===== src/rtl/bnk_pkg.sv =====
// ----------------------------------------------------------------------------
// bnk_pkg
// Shared types and codes for the deadlock-avoidance engine.
// ----------------------------------------------------------------------------
package bnk_pkg;
  localparam int ActionW = 3;
  localparam int ProcW   = 3;
  localparam int ResW    = 2;
  localparam int AmtW    = 8;
  localparam int StatusW = 3;

  typedef enum logic [ActionW-1:0] {
    ACT_SET_AVAIL = 3'd0,
    ACT_SET_MAX   = 3'd1,
    ACT_SET_ALLOC = 3'd2,
    ACT_SET_REQ   = 3'd3,
    ACT_CHECK     = 3'd4,
    ACT_SUBMIT    = 3'd5
  } action_t;

  typedef enum logic [StatusW-1:0] {
    ST_LOADED  = 3'd0,
    ST_INVALID = 3'd1,
    ST_SAFE    = 3'd2,
    ST_UNSAFE  = 3'd3,
    ST_EXCEEDS = 3'd4,
    ST_WAIT    = 3'd5,
    ST_GRANTED = 3'd6
  } status_t;

  localparam logic [0:0] REG_NUM_PROCS = 1'b0;
  localparam logic [0:0] REG_NUM_RES   = 1'b1;

  typedef enum logic [3:0] {
    S_IDLE,
    S_LOAD,
    S_REQ_NEED,
    S_REQ_AVAIL,
    S_REQ_APPLY,
    S_CHK_INIT,
    S_CHK_CMP,
    S_CHK_ADD,
    S_CHK_NEXT,
    S_CHK_END,
    S_ROLLBACK,
    S_EMIT,
    S_OUT
  } state_t;

  typedef struct packed {
    action_t    action;
    logic [ProcW-1:0] process_index;
    logic [ResW-1:0]  resource_index;
    logic [AmtW-1:0]  amount;
  } in_item_t;

  typedef struct packed {
    logic [StatusW-1:0] status;
    logic [ProcW-1:0]   seq_process;
    logic               seq_valid;
    logic               last;
  } out_item_t;
endpackage


===== src/rtl/bnk_if.sv =====
// ----------------------------------------------------------------------------
// bnk_in_if / bnk_out_if
// Valid/ready channels for input items and result items.
// ----------------------------------------------------------------------------
interface bnk_in_if;
  import bnk_pkg::*;
  logic     valid;
  logic     ready;
  in_item_t data;
  modport source (output valid, output data, input ready);
  modport sink (input valid, input data, output ready);
endinterface

interface bnk_out_if;
  import bnk_pkg::*;
  logic      valid;
  logic      ready;
  out_item_t data;
  modport source (output valid, output data, input ready);
  modport sink (input valid, input data, output ready);
endinterface


===== src/rtl/bnk_alu.sv =====
// ----------------------------------------------------------------------------
// bnk_alu
// Shared arithmetic unit: one add or subtract and one compare per cycle.
// ----------------------------------------------------------------------------
module bnk_alu #(
  parameter int W = 12
) (
  input  logic [W-1:0] a,
  input  logic [W-1:0] b,
  input  logic         sub,
  output logic [W-1:0] y,
  output logic         a_gt_b
);
  assign y      = sub ? (a - b) : (a + b);
  assign a_gt_b = a > b;
endmodule


===== src/rtl/bankers_safety_and_request_check.sv =====
// ----------------------------------------------------------------------------
// bankers_safety_and_request_check
// Banker's algorithm engine: loads state, runs safety checks and requests.
// ----------------------------------------------------------------------------
// Items arrive on in_ch and are taken one at a time; ready is low while an
// item is in work. Each item gives one result on out_ch, except a safe check
// or granted request, which gives one result per process of the safe
// sequence, the final one marked by last. A load item passes S_LOAD, then
// S_OUT puts its result in the output register, and the engine returns to
// S_IDLE to take the next item. A safety check uses a single shared
// add/compare unit: one resource compare per cycle, one add per resource for
// a process that can finish and one step in S_CHK_NEXT per process visited;
// the safe sequence is then emitted entry by entry. A request steps through
// the resources in its need and available phases, stopping at the first that
// exceeds, then through all of them in its apply phase before the check, and
// again on rollback when found unsafe. Results stand in an output register;
// while the receiver stalls the engine holds. Reset (rst, synchronous)
// clears the available, request, max and allocation arrays and sets the
// process and resource counts to 5 and 3. The user must see that configuration
// is written only while no item is in flight; the block does not enforce it.
// ----------------------------------------------------------------------------
module bankers_safety_and_request_check #(
  parameter int MAX_PROCS  = 8,
  parameter int MAX_RES    = 4,
  parameter int COUNT_BITS = 8
) (
  input  logic       clk,
  input  logic       rst,
  bnk_in_if.sink     in_ch,
  bnk_out_if.source  out_ch,
  input  logic       cfg_we,
  input  logic       cfg_index,
  input  logic [3:0] cfg_data
);
  import bnk_pkg::*;

  localparam int PW  = (MAX_PROCS > 1) ? $clog2(MAX_PROCS) : 1;
  localparam int RW  = (MAX_RES > 1) ? $clog2(MAX_RES) : 1;
  localparam int WW  = COUNT_BITS + 4;
  localparam int NE  = MAX_PROCS * MAX_RES;
  localparam int EW  = (NE > 1) ? $clog2(NE) : 1;
  localparam int PCW = $clog2(MAX_PROCS + 1);
  localparam int RCW = $clog2(MAX_RES + 1);

  logic [3:0] num_processes;
  logic [2:0] num_resources;
  logic [PCW-1:0] np;
  logic [RCW-1:0] nr;

  logic [COUNT_BITS-1:0] available [MAX_RES];
  logic [COUNT_BITS-1:0] request_vec [MAX_RES];
  logic [COUNT_BITS-1:0] max_claim [NE];
  logic [COUNT_BITS-1:0] allocation [NE];
  logic [WW-1:0] work_vec [MAX_RES];
  logic [MAX_PROCS-1:0] finished;
  logic [PW-1:0] safe_seq [MAX_PROCS];
  logic [PCW-1:0] seq_len;
  logic [PCW-1:0] emit_k;

  state_t state, state_next;
  in_item_t item;
  logic [PW-1:0] pi;
  logic [RW-1:0] ri;
  logic progress;
  logic grant_mode;
  out_item_t res;
  logic res_valid;

  // saturated sizes
  always_comb begin
    if (num_processes == 4'd0) np = PCW'(1);
    else if (32'(num_processes) > MAX_PROCS) np = PCW'(MAX_PROCS);
    else np = PCW'(num_processes);
    if (num_resources == 3'd0) nr = RCW'(1);
    else if (32'(num_resources) > MAX_RES) nr = RCW'(MAX_RES);
    else nr = RCW'(num_resources);
  end

  logic [PW-1:0] ip;
  logic [RW-1:0] ir;
  logic rok, pok;
  assign ip  = PW'(item.process_index);
  assign ir  = RW'(item.resource_index);
  assign rok = 32'(item.resource_index) < 32'(nr);
  assign pok = 32'(item.process_index) < 32'(np);

  logic [EW-1:0] eidx, cidx;
  assign eidx = EW'(32'(ip) * MAX_RES + 32'(ir));
  assign cidx = EW'(32'(pi) * MAX_RES + 32'(ri));

  logic [COUNT_BITS-1:0] amt;
  assign amt = COUNT_BITS'(item.amount);

  logic load_ok;
  always_comb begin
    load_ok = 1'b0;
    case (item.action)
      ACT_SET_AVAIL: load_ok = rok;
      ACT_SET_MAX: load_ok = rok && pok && !(amt < allocation[eidx]);
      ACT_SET_ALLOC: load_ok = rok && pok && !(amt > max_claim[eidx]);
      ACT_SET_REQ: load_ok = rok;
      default: load_ok = 1'b0;
    endcase
  end

  // shared unit operands
  logic [WW-1:0] alu_a, alu_b, alu_y;
  logic alu_sub, alu_gt;
  logic [COUNT_BITS-1:0] need;
  assign need = max_claim[cidx] - allocation[cidx];

  always_comb begin
    alu_a = '0;
    alu_b = '0;
    alu_sub = 1'b0;
    case (state)
      S_REQ_NEED: begin
        alu_a = WW'(request_vec[ri]);
        alu_b = WW'(need);
      end
      S_REQ_AVAIL: begin
        alu_a = WW'(request_vec[ri]);
        alu_b = WW'(available[ri]);
      end
      S_CHK_CMP: begin
        alu_a = WW'(need);
        alu_b = work_vec[ri];
      end
      S_CHK_ADD: begin
        alu_a = work_vec[ri];
        alu_b = WW'(allocation[cidx]);
      end
      default: ;
    endcase
  end

  bnk_alu #(.W(WW)) u_alu (
    .a(alu_a), .b(alu_b), .sub(alu_sub), .y(alu_y), .a_gt_b(alu_gt)
  );

  logic last_r, last_p;
  assign last_r = 32'(ri) + 1 >= 32'(nr);
  assign last_p = 32'(pi) + 1 >= 32'(np);
  logic all_done;
  always_comb begin
    all_done = 1'b1;
    for (int p = 0; p < MAX_PROCS; p++)
      if (p < 32'(np) && !finished[p]) all_done = 1'b0;
  end

  always_comb begin
    state_next = state;
    case (state)
      S_IDLE: if (in_ch.valid && in_ch.ready) state_next = S_LOAD;
      S_LOAD: begin
        case (item.action)
          ACT_CHECK: state_next = S_CHK_INIT;
          ACT_SUBMIT: state_next = pok ? S_REQ_NEED : S_OUT;
          default: state_next = S_OUT;
        endcase
      end
      S_REQ_NEED:
        if (alu_gt) state_next = S_OUT;
        else if (last_r) state_next = S_REQ_AVAIL;
      S_REQ_AVAIL:
        if (alu_gt) state_next = S_OUT;
        else if (last_r) state_next = S_REQ_APPLY;
      S_REQ_APPLY: if (last_r) state_next = S_CHK_INIT;
      S_CHK_INIT: state_next = S_CHK_CMP;
      S_CHK_CMP:
        if (finished[pi] || alu_gt) state_next = S_CHK_NEXT;
        else if (last_r) state_next = S_CHK_ADD;
      S_CHK_ADD: if (last_r) state_next = S_CHK_NEXT;
      S_CHK_NEXT:
        if (!last_p) state_next = S_CHK_CMP;
        else if (progress) state_next = S_CHK_CMP;
        else state_next = S_CHK_END;
      S_CHK_END:
        if (all_done) state_next = S_EMIT;
        else if (grant_mode) state_next = S_ROLLBACK;
        else state_next = S_OUT;
      S_ROLLBACK: if (last_r) state_next = S_OUT;
      S_EMIT: if (!res_valid || out_ch.ready) begin
        if (32'(emit_k) + 1 >= 32'(seq_len)) state_next = S_OUT;
      end
      S_OUT: if (!res_valid || out_ch.ready) state_next = S_IDLE;
      default: state_next = S_IDLE;
    endcase
  end

  // the last emitted entry is followed by a no-op pass through S_OUT
  logic out_free;
  assign out_free = !res_valid || out_ch.ready;
  assign in_ch.ready = (state == S_IDLE) && out_free;
  assign out_ch.valid = res_valid;
  assign out_ch.data = res;

  logic res_load;
  assign res_load = out_free && ((state == S_EMIT) || (state == S_OUT && !final_skip));

  logic [StatusW-1:0] final_st;
  logic final_skip;

  always_ff @(posedge clk) begin
    if (rst) begin
      state <= S_IDLE;
      num_processes <= 4'd5;
      num_resources <= 3'd3;
      res_valid <= 1'b0;
      for (int i = 0; i < MAX_RES; i++) begin
        available[i] <= '0;
        request_vec[i] <= '0;
      end
      for (int i = 0; i < NE; i++) begin
        max_claim[i] <= '0;
        allocation[i] <= '0;
      end
    end else begin
      state <= state_next;
      if (res_load) res_valid <= 1'b1;
      else if (out_ch.valid && out_ch.ready) res_valid <= 1'b0;
      if (cfg_we) begin
        if (cfg_index == REG_NUM_PROCS) num_processes <= cfg_data;
        else num_resources <= cfg_data[2:0];
      end
      case (state)
        S_IDLE: if (in_ch.valid && in_ch.ready) item <= in_ch.data;
        S_LOAD: begin
          ri <= '0;
          pi <= ip;
          grant_mode <= 1'b0;
          final_skip <= 1'b0;
          final_st <= load_ok ? ST_LOADED : ST_INVALID;
          if (load_ok) begin
            case (item.action)
              ACT_SET_AVAIL: available[ir] <= amt;
              ACT_SET_MAX: max_claim[eidx] <= amt;
              ACT_SET_ALLOC: allocation[eidx] <= amt;
              ACT_SET_REQ: request_vec[ir] <= amt;
              default: ;
            endcase
          end
        end
        S_REQ_NEED: begin
          if (alu_gt) final_st <= ST_EXCEEDS;
          ri <= last_r ? '0 : ri + 1'b1;
        end
        S_REQ_AVAIL: begin
          if (alu_gt) final_st <= ST_WAIT;
          ri <= last_r ? '0 : ri + 1'b1;
        end
        S_REQ_APPLY: begin
          available[ri] <= available[ri] - request_vec[ri];
          allocation[cidx] <= allocation[cidx] + request_vec[ri];
          ri <= last_r ? '0 : ri + 1'b1;
          grant_mode <= 1'b1;
        end
        S_CHK_INIT: begin
          for (int i = 0; i < MAX_RES; i++) work_vec[i] <= WW'(available[i]);
          finished <= '0;
          seq_len <= '0;
          pi <= '0;
          ri <= '0;
          progress <= 1'b0;
          emit_k <= '0;
        end
        S_CHK_CMP: begin
          if (finished[pi] || alu_gt || last_r) ri <= '0;
          else ri <= ri + 1'b1;
        end
        S_CHK_ADD: begin
          work_vec[ri] <= alu_y;
          ri <= last_r ? '0 : ri + 1'b1;
          if (last_r) begin
            finished[pi] <= 1'b1;
            safe_seq[seq_len[PW-1:0]] <= pi;
            seq_len <= seq_len + 1'b1;
            progress <= 1'b1;
          end
        end
        S_CHK_NEXT: begin
          ri <= '0;
          if (last_p) begin
            pi <= '0;
            progress <= 1'b0;
          end else pi <= pi + 1'b1;
        end
        S_CHK_END: begin
          ri <= '0;
          pi <= PW'(item.process_index);
          final_st <= ST_UNSAFE;
          if (all_done) final_skip <= 1'b1;
        end
        S_ROLLBACK: begin
          available[ri] <= available[ri] + request_vec[ri];
          allocation[cidx] <= allocation[cidx] - request_vec[ri];
          ri <= last_r ? '0 : ri + 1'b1;
        end
        S_EMIT: if (out_free) begin
          res.status <= grant_mode ? ST_GRANTED : ST_SAFE;
          res.seq_process <= ProcW'(safe_seq[emit_k[PW-1:0]]);
          res.seq_valid <= 1'b1;
          res.last <= 32'(emit_k) + 1 >= 32'(seq_len);
          emit_k <= emit_k + 1'b1;
        end
        S_OUT: if (out_free && !final_skip) begin
          res.status <= final_st;
          res.seq_process <= '0;
          res.seq_valid <= 1'b0;
          res.last <= 1'b1;
        end
        default: ;
      endcase
    end
  end
endmodule

===== src/flat_wrapper.sv =====
// flat-port wrapper written by rule: the top's interface ports become plain ports
module bankers_safety_and_request_check_flat import bnk_pkg::*;
#(
  parameter int MAX_PROCS  = 8,
  parameter int MAX_RES    = 4,
  parameter int COUNT_BITS = 8
)
  (clk, rst, cfg_we, cfg_index, cfg_data, in_ch_valid, in_ch_data, in_ch_ready, out_ch_valid, out_ch_data, out_ch_ready);
  bnk_in_if in_ch_i ();
  bnk_out_if out_ch_i ();
  input  logic clk;
  input  logic rst;
  input  logic cfg_we;
  input  logic cfg_index;
  input  logic [3:0] cfg_data;
  input wire logic [$bits(in_ch_i.valid)-1:0] in_ch_valid;
  input wire logic [$bits(in_ch_i.data)-1:0] in_ch_data;
  output wire logic [$bits(in_ch_i.ready)-1:0] in_ch_ready;
  output wire logic [$bits(out_ch_i.valid)-1:0] out_ch_valid;
  output wire logic [$bits(out_ch_i.data)-1:0] out_ch_data;
  input wire logic [$bits(out_ch_i.ready)-1:0] out_ch_ready;
  assign in_ch_i.valid = in_ch_valid;
  assign in_ch_i.data = in_ch_data;
  assign in_ch_ready = in_ch_i.ready;
  assign out_ch_valid = out_ch_i.valid;
  assign out_ch_data = out_ch_i.data;
  assign out_ch_i.ready = out_ch_ready;
  bankers_safety_and_request_check #(.MAX_PROCS(MAX_PROCS), .MAX_RES(MAX_RES), .COUNT_BITS(COUNT_BITS)) u_core (.clk(clk), .rst(rst), .in_ch(in_ch_i), .out_ch(out_ch_i), .cfg_we(cfg_we), .cfg_index(cfg_index), .cfg_data(cfg_data));
endmodule

===== config.mk =====
export PLATFORM = sky130hd
export DESIGN_NAME = bankers_safety_and_request_check_flat
export DESIGN_NICKNAME = d
export VERILOG_FILES = /design/src/rtl/bnk_pkg.sv /design/src/rtl/bnk_if.sv /design/src/rtl/bnk_alu.sv /design/src/rtl/bankers_safety_and_request_check.sv /design/src/flat_wrapper.sv
export SDC_FILE = /design/constraint.sdc
export NUM_CORES = 1
export LEC_CHECK = 0
export ABC_AREA = 1
export BUFFER_PORTS_ARGS = -buffer_cell sky130_fd_sc_hd__buf_2
export CAP_MARGIN = 5
export CELL_PAD_IN_SITES_DETAIL_PLACEMENT = 1
export CELL_PAD_IN_SITES_GLOBAL_PLACEMENT = 1
export CORE_UTILIZATION = 35
export CTS_CLUSTER_DIAMETER = 80
export DETAILED_ROUTE_END_ITERATION = 16
export HOLD_SLACK_MARGIN = 0.02
export PLACE_DENSITY = 0.59
export SYNTH_ARGS = -nofsm -noshare
export SYNTH_HDL_FRONTEND = slang
export SYNTH_HIERARCHICAL = 1
export SYNTH_SLANG_ARGS = --single-unit

===== constraint.sdc =====
create_clock -name clk -period 5.55 [get_ports clk]
set_input_delay 0.8325 -clock clk [delete_from_list [all_inputs] [get_ports clk]]
set_output_delay 0.8325 -clock clk [all_outputs]
set_load 0.02 [all_outputs]

==> flow_summary.yaml <==
synthesis:
  ys.flop_type: "edfxtp_1"
  synth.distinct_cells: 55
  synth_top_family_by_area: "simple AND/OR/NAND/NOR gates"
  postSynthAreaPerCell_um2: 9.06
  synth_xor_area_frac: 0.00559
  synth_seq_cells: 716
  synthesis.area_mm2: 0.0392
  muxShareOfSynthArea: 0.00112
  synth_compound_area_frac: 0.157
  synth_fa_ha_area_frac: 0.0275
  yosysSeqAreaShare: 0.545
  synth_cells: 4321
  ys_warn_count: 6
  synth_simple_gate_area_frac: 0.212
  synth_edf_count: 699
  ys_async_sr_fraction: 0
  syn_nets: 4430
floorplanning:
  coreArea_mm2: 0.111
  io_pins: 36
  dieArea_mm2: 0.113
  dieHeight_um: 337
  row_count: 122
  die_w_um: 337
  start_util: 0.353
route:
  vias: 34200
  wirelength_um: 161000
  firstDrtPassIters: 7
  drtIter0Drc: 2997
  ant_nets: 0
  wl_per_cell_um: 26.5
  drc: 0
  viasPerCell: 5.65
timing:
  fmax_mhz: 185
  timing.final.crit_share: 0.972
  rsz0062_at_grt: "yes"
  fin_worst_skew_ps: 25.2
  slew_viol_final: 0
  worst_slew_margin_rel: 0.212
  fin_crit_ps: 5390
  setup_violations: 0
  hold_viol: 0
  worst_pin_slew_ps: 1180
place:
  dp_hpwl_um: 113000
  port_buffers: 35
  gp_congestion: 0.884
  dpl_cell_area_mm2: 0.0430
clock_network:
  clk_pin_slew_ps: 70
  numCtsBuffers: 87
  clk_latency_ps: 670
  numClockSinks: 716
  cts-htree-levels: 3
  clk_path_buf_depth: 3
  cts_root_buf: "clkbuf_16"
  cts_tree: "yes"
finish:
  fill_cells: 12700
  layout-drive-gt1-share: 0.163
  nets: 4614
  final_area_mm2: 0.0468
  area_growth_pct: 19.5
  antenna-diode-count: 0
  final_cell_mix: "nor2_1 (993), nand2_1 (734), edfxtp_1 (699)"
  final_common_cell: "nor2_1"
global_route:
  track_usage: 0.280
  grt_pass1_vias: 34200
  grt_max_degree: 52
  antenna_found_initial: 0
  overflow: 0
  grt_pass1_wl_um: 234000
worst_setup_path:
  critPathRequiredTime_ps: 6160
  arrival_ps: 6000
  path_class: "flop to flop"
  cp-endpoint: "u_core/state[1]$_SDFFE_PP0P_"
  r2r_cells: 34
  max_stage_delay_ps: 440
  path_common_cell: "buf_4"
  crit_start: "u_core/ri[0]$_DFFE_PP_"
  r2r_start: "u_core/ri[0]$_DFFE_PP_"
  r2r_end: "u_core/state[1]$_SDFFE_PP0P_"
  r2r_slack_ps: 160
  cpMaxStageDelayCell: "edfxtp_1"
  endpoint_kind: "flop"
  crit_path_max_fanout: 17
  worstSetupStartpointType: "flop"
flow_run:
  max-cap-violations: 0
power:
  p_leak_nw: 19.0
  ir_drop_mv: 0.287
  design_power_total_mw: 23.9
  pwr_density_cell_mw_per_mm2: 511
hold_path:
  hp-class: "input port to flop"
status:
  outcome: "completed"
worst min-delay path by stage:
stage / startpoint / end / depth (start not counted)
floorplan: u_core/num_resources[0]$_SDFFE_PP1P_ / u_core/num_resources[0]$_SDFFE_PP1P_ / 2
global placement: u_core/num_resources[0]$_SDFFE_PP1P_ / u_core/num_resources[0]$_SDFFE_PP1P_ / 2
detailed placement: u_core/num_resources[0]$_SDFFE_PP1P_ / u_core/num_resources[0]$_SDFFE_PP1P_ / 2
CTS: in_ch_data[12] / u_core/ip[2]$_DFFE_PP_ / 1
global route: in_ch_data[9] / u_core/ir[1]$_DFFE_PP_ / 1
finish: in_ch_data[12] / u_core/ip[2]$_DFFE_PP_ / 1
where the power goes:
group          internal (mW)  total (mW)  switching [mW]
sequential              6.26        6.54           0.284
combinational           4.28        11.7            7.46
clock                   3.22        5.62            2.40
total                   13.8        23.9            10.1
cells in the mapped netlist (4+ instances only):
library cell  instances  share of area
buf_2                21         0.0027
a22o_1               48          0.011
xor2_1               17         0.0038
nor4_1                9         0.0014
a31oi_1               5        0.00080
a32o_1                8         0.0020
nand3_1              73         0.0093
nor3_1               34         0.0043
clkbuf_1            222          0.021
a211oi_1              7         0.0013
a21boi_0             14         0.0027
inv_2                11         0.0011
edfxtp_1            699           0.54
nor2_1             1012          0.097
or2_2                 5        0.00080
dfxtp_1              17         0.0087
a221oi_1             19         0.0042
nor2_4                9         0.0026
clkinv_1              7        0.00067
fa_1                  5         0.0026
nand2_4              33         0.0095
nand2_1             755          0.072
nor2_2                6        0.00096
inv_1               227          0.022
a22oi_1             244          0.047
ha_1                 78          0.025
buf_4                 8         0.0015
nand3_2              30         0.0077
o21bai_1              4        0.00077
o211ai_1              9         0.0017
buf_1                19         0.0018
o31ai_1               5        0.00096
o21ai_0             368          0.047
xnor2_1               8         0.0018
nand4_1              30         0.0048
a21oi_1              63         0.0081
o22ai_1             144          0.023
o221ai_1              7         0.0016
a2111oi_0            14         0.0031
routing by layer:
metal,share of wire,vias to the layer above,global-route usage
li1,-,15500,-
met1,0.44,17300,0.383
met2,0.47,1153,0.459
met3,0.056,256,0.0348
met4,0.033,0,0.0945
met5,0,-,0
logic make-up after synthesis:
logic type | after synthesis
adder cells (fa/ha/maj) | 83
AND/OR/NAND/NOR | 2003
flip-flops | 716
buffers and inverters | 519
multiplexers | 4
AO/OA/AOI/OAI | 970
other | 1
XOR/XNOR | 25
worst max-delay path: cells and delay by family (launching register included):
family | cells | cell delay, ps
xor gates and xnor gates | 1 | 220
buffers and inverters | 8 | 1200
DFF | 1 | 440
and+or+nand+nor | 12 | 1230
AOI/OAI and AO/OA | 11 | 1630
adders and majority gates | 2 | 610
state kept, by name (all words and copies together), names as in the netlist, 3 cells and up, named ones only:
signal	cells
u_core/allocation	256
u_core/amt	8
u_core/available	32
u_core/emit_k	4
u_core/final_st	3
u_core/finished	8
u_core/ip	3
u_core/item	3
u_core/max_claim	256
u_core/num_processes	4
u_core/num_resources	3
u_core/out_ch.data	8
u_core/pi	3
u_core/request_vec	32
u_core/safe_seq	24
u_core/seq_len	4
u_core/state	4
u_core/work_vec	48
per-stage QoR:
| stage | TNS (ps) | worst slack (ps) | std cells | hold WS [ps] | util |
|---|---|---|---|---|---|
| after floorplan | 0 | 113 | 4321 | 443 | - |
| after global placement | -2440 | -346 | 5871 | 479 | 0.388 |
| after detailed placement | -4200 | -412 | 5871 | 493 | 0.388 |
| after CTS | -5.09 | -5.09 | 6039 | 288 | 0.415 |
| after global routing | -500 | -100 | 6062 | 314 | 0.422 |
| final | 0 | 156 | 6062 | 335 | 0.422 |
area by class of cell:
cell class,count,area [um2],share of cell area
well taps,1488,1860,0.0398
clock inverters,55,459,0.00981
repair buffers,368,3360,0.0718
inverters,245,960,0.0205
flip-flops and latches,716,21300,0.456
clock buffers,103,2280,0.0487
multi-input cells,3086,16500,0.353
repair inverters,1,11.3,0.000241
timing repair:
| item | CTS | global route |
|---|---|---|
| setup endpoints to repair | 159 | 338 |
| buffers inserted | 7 | 22 |
| hold buffers | 0 | 0 |
| gates resized for setup | 37 | 165 |
| gates cloned | 3 | 2 |
| pin swaps | 11 | 62 |
Power figures use the tool's default switching activity.
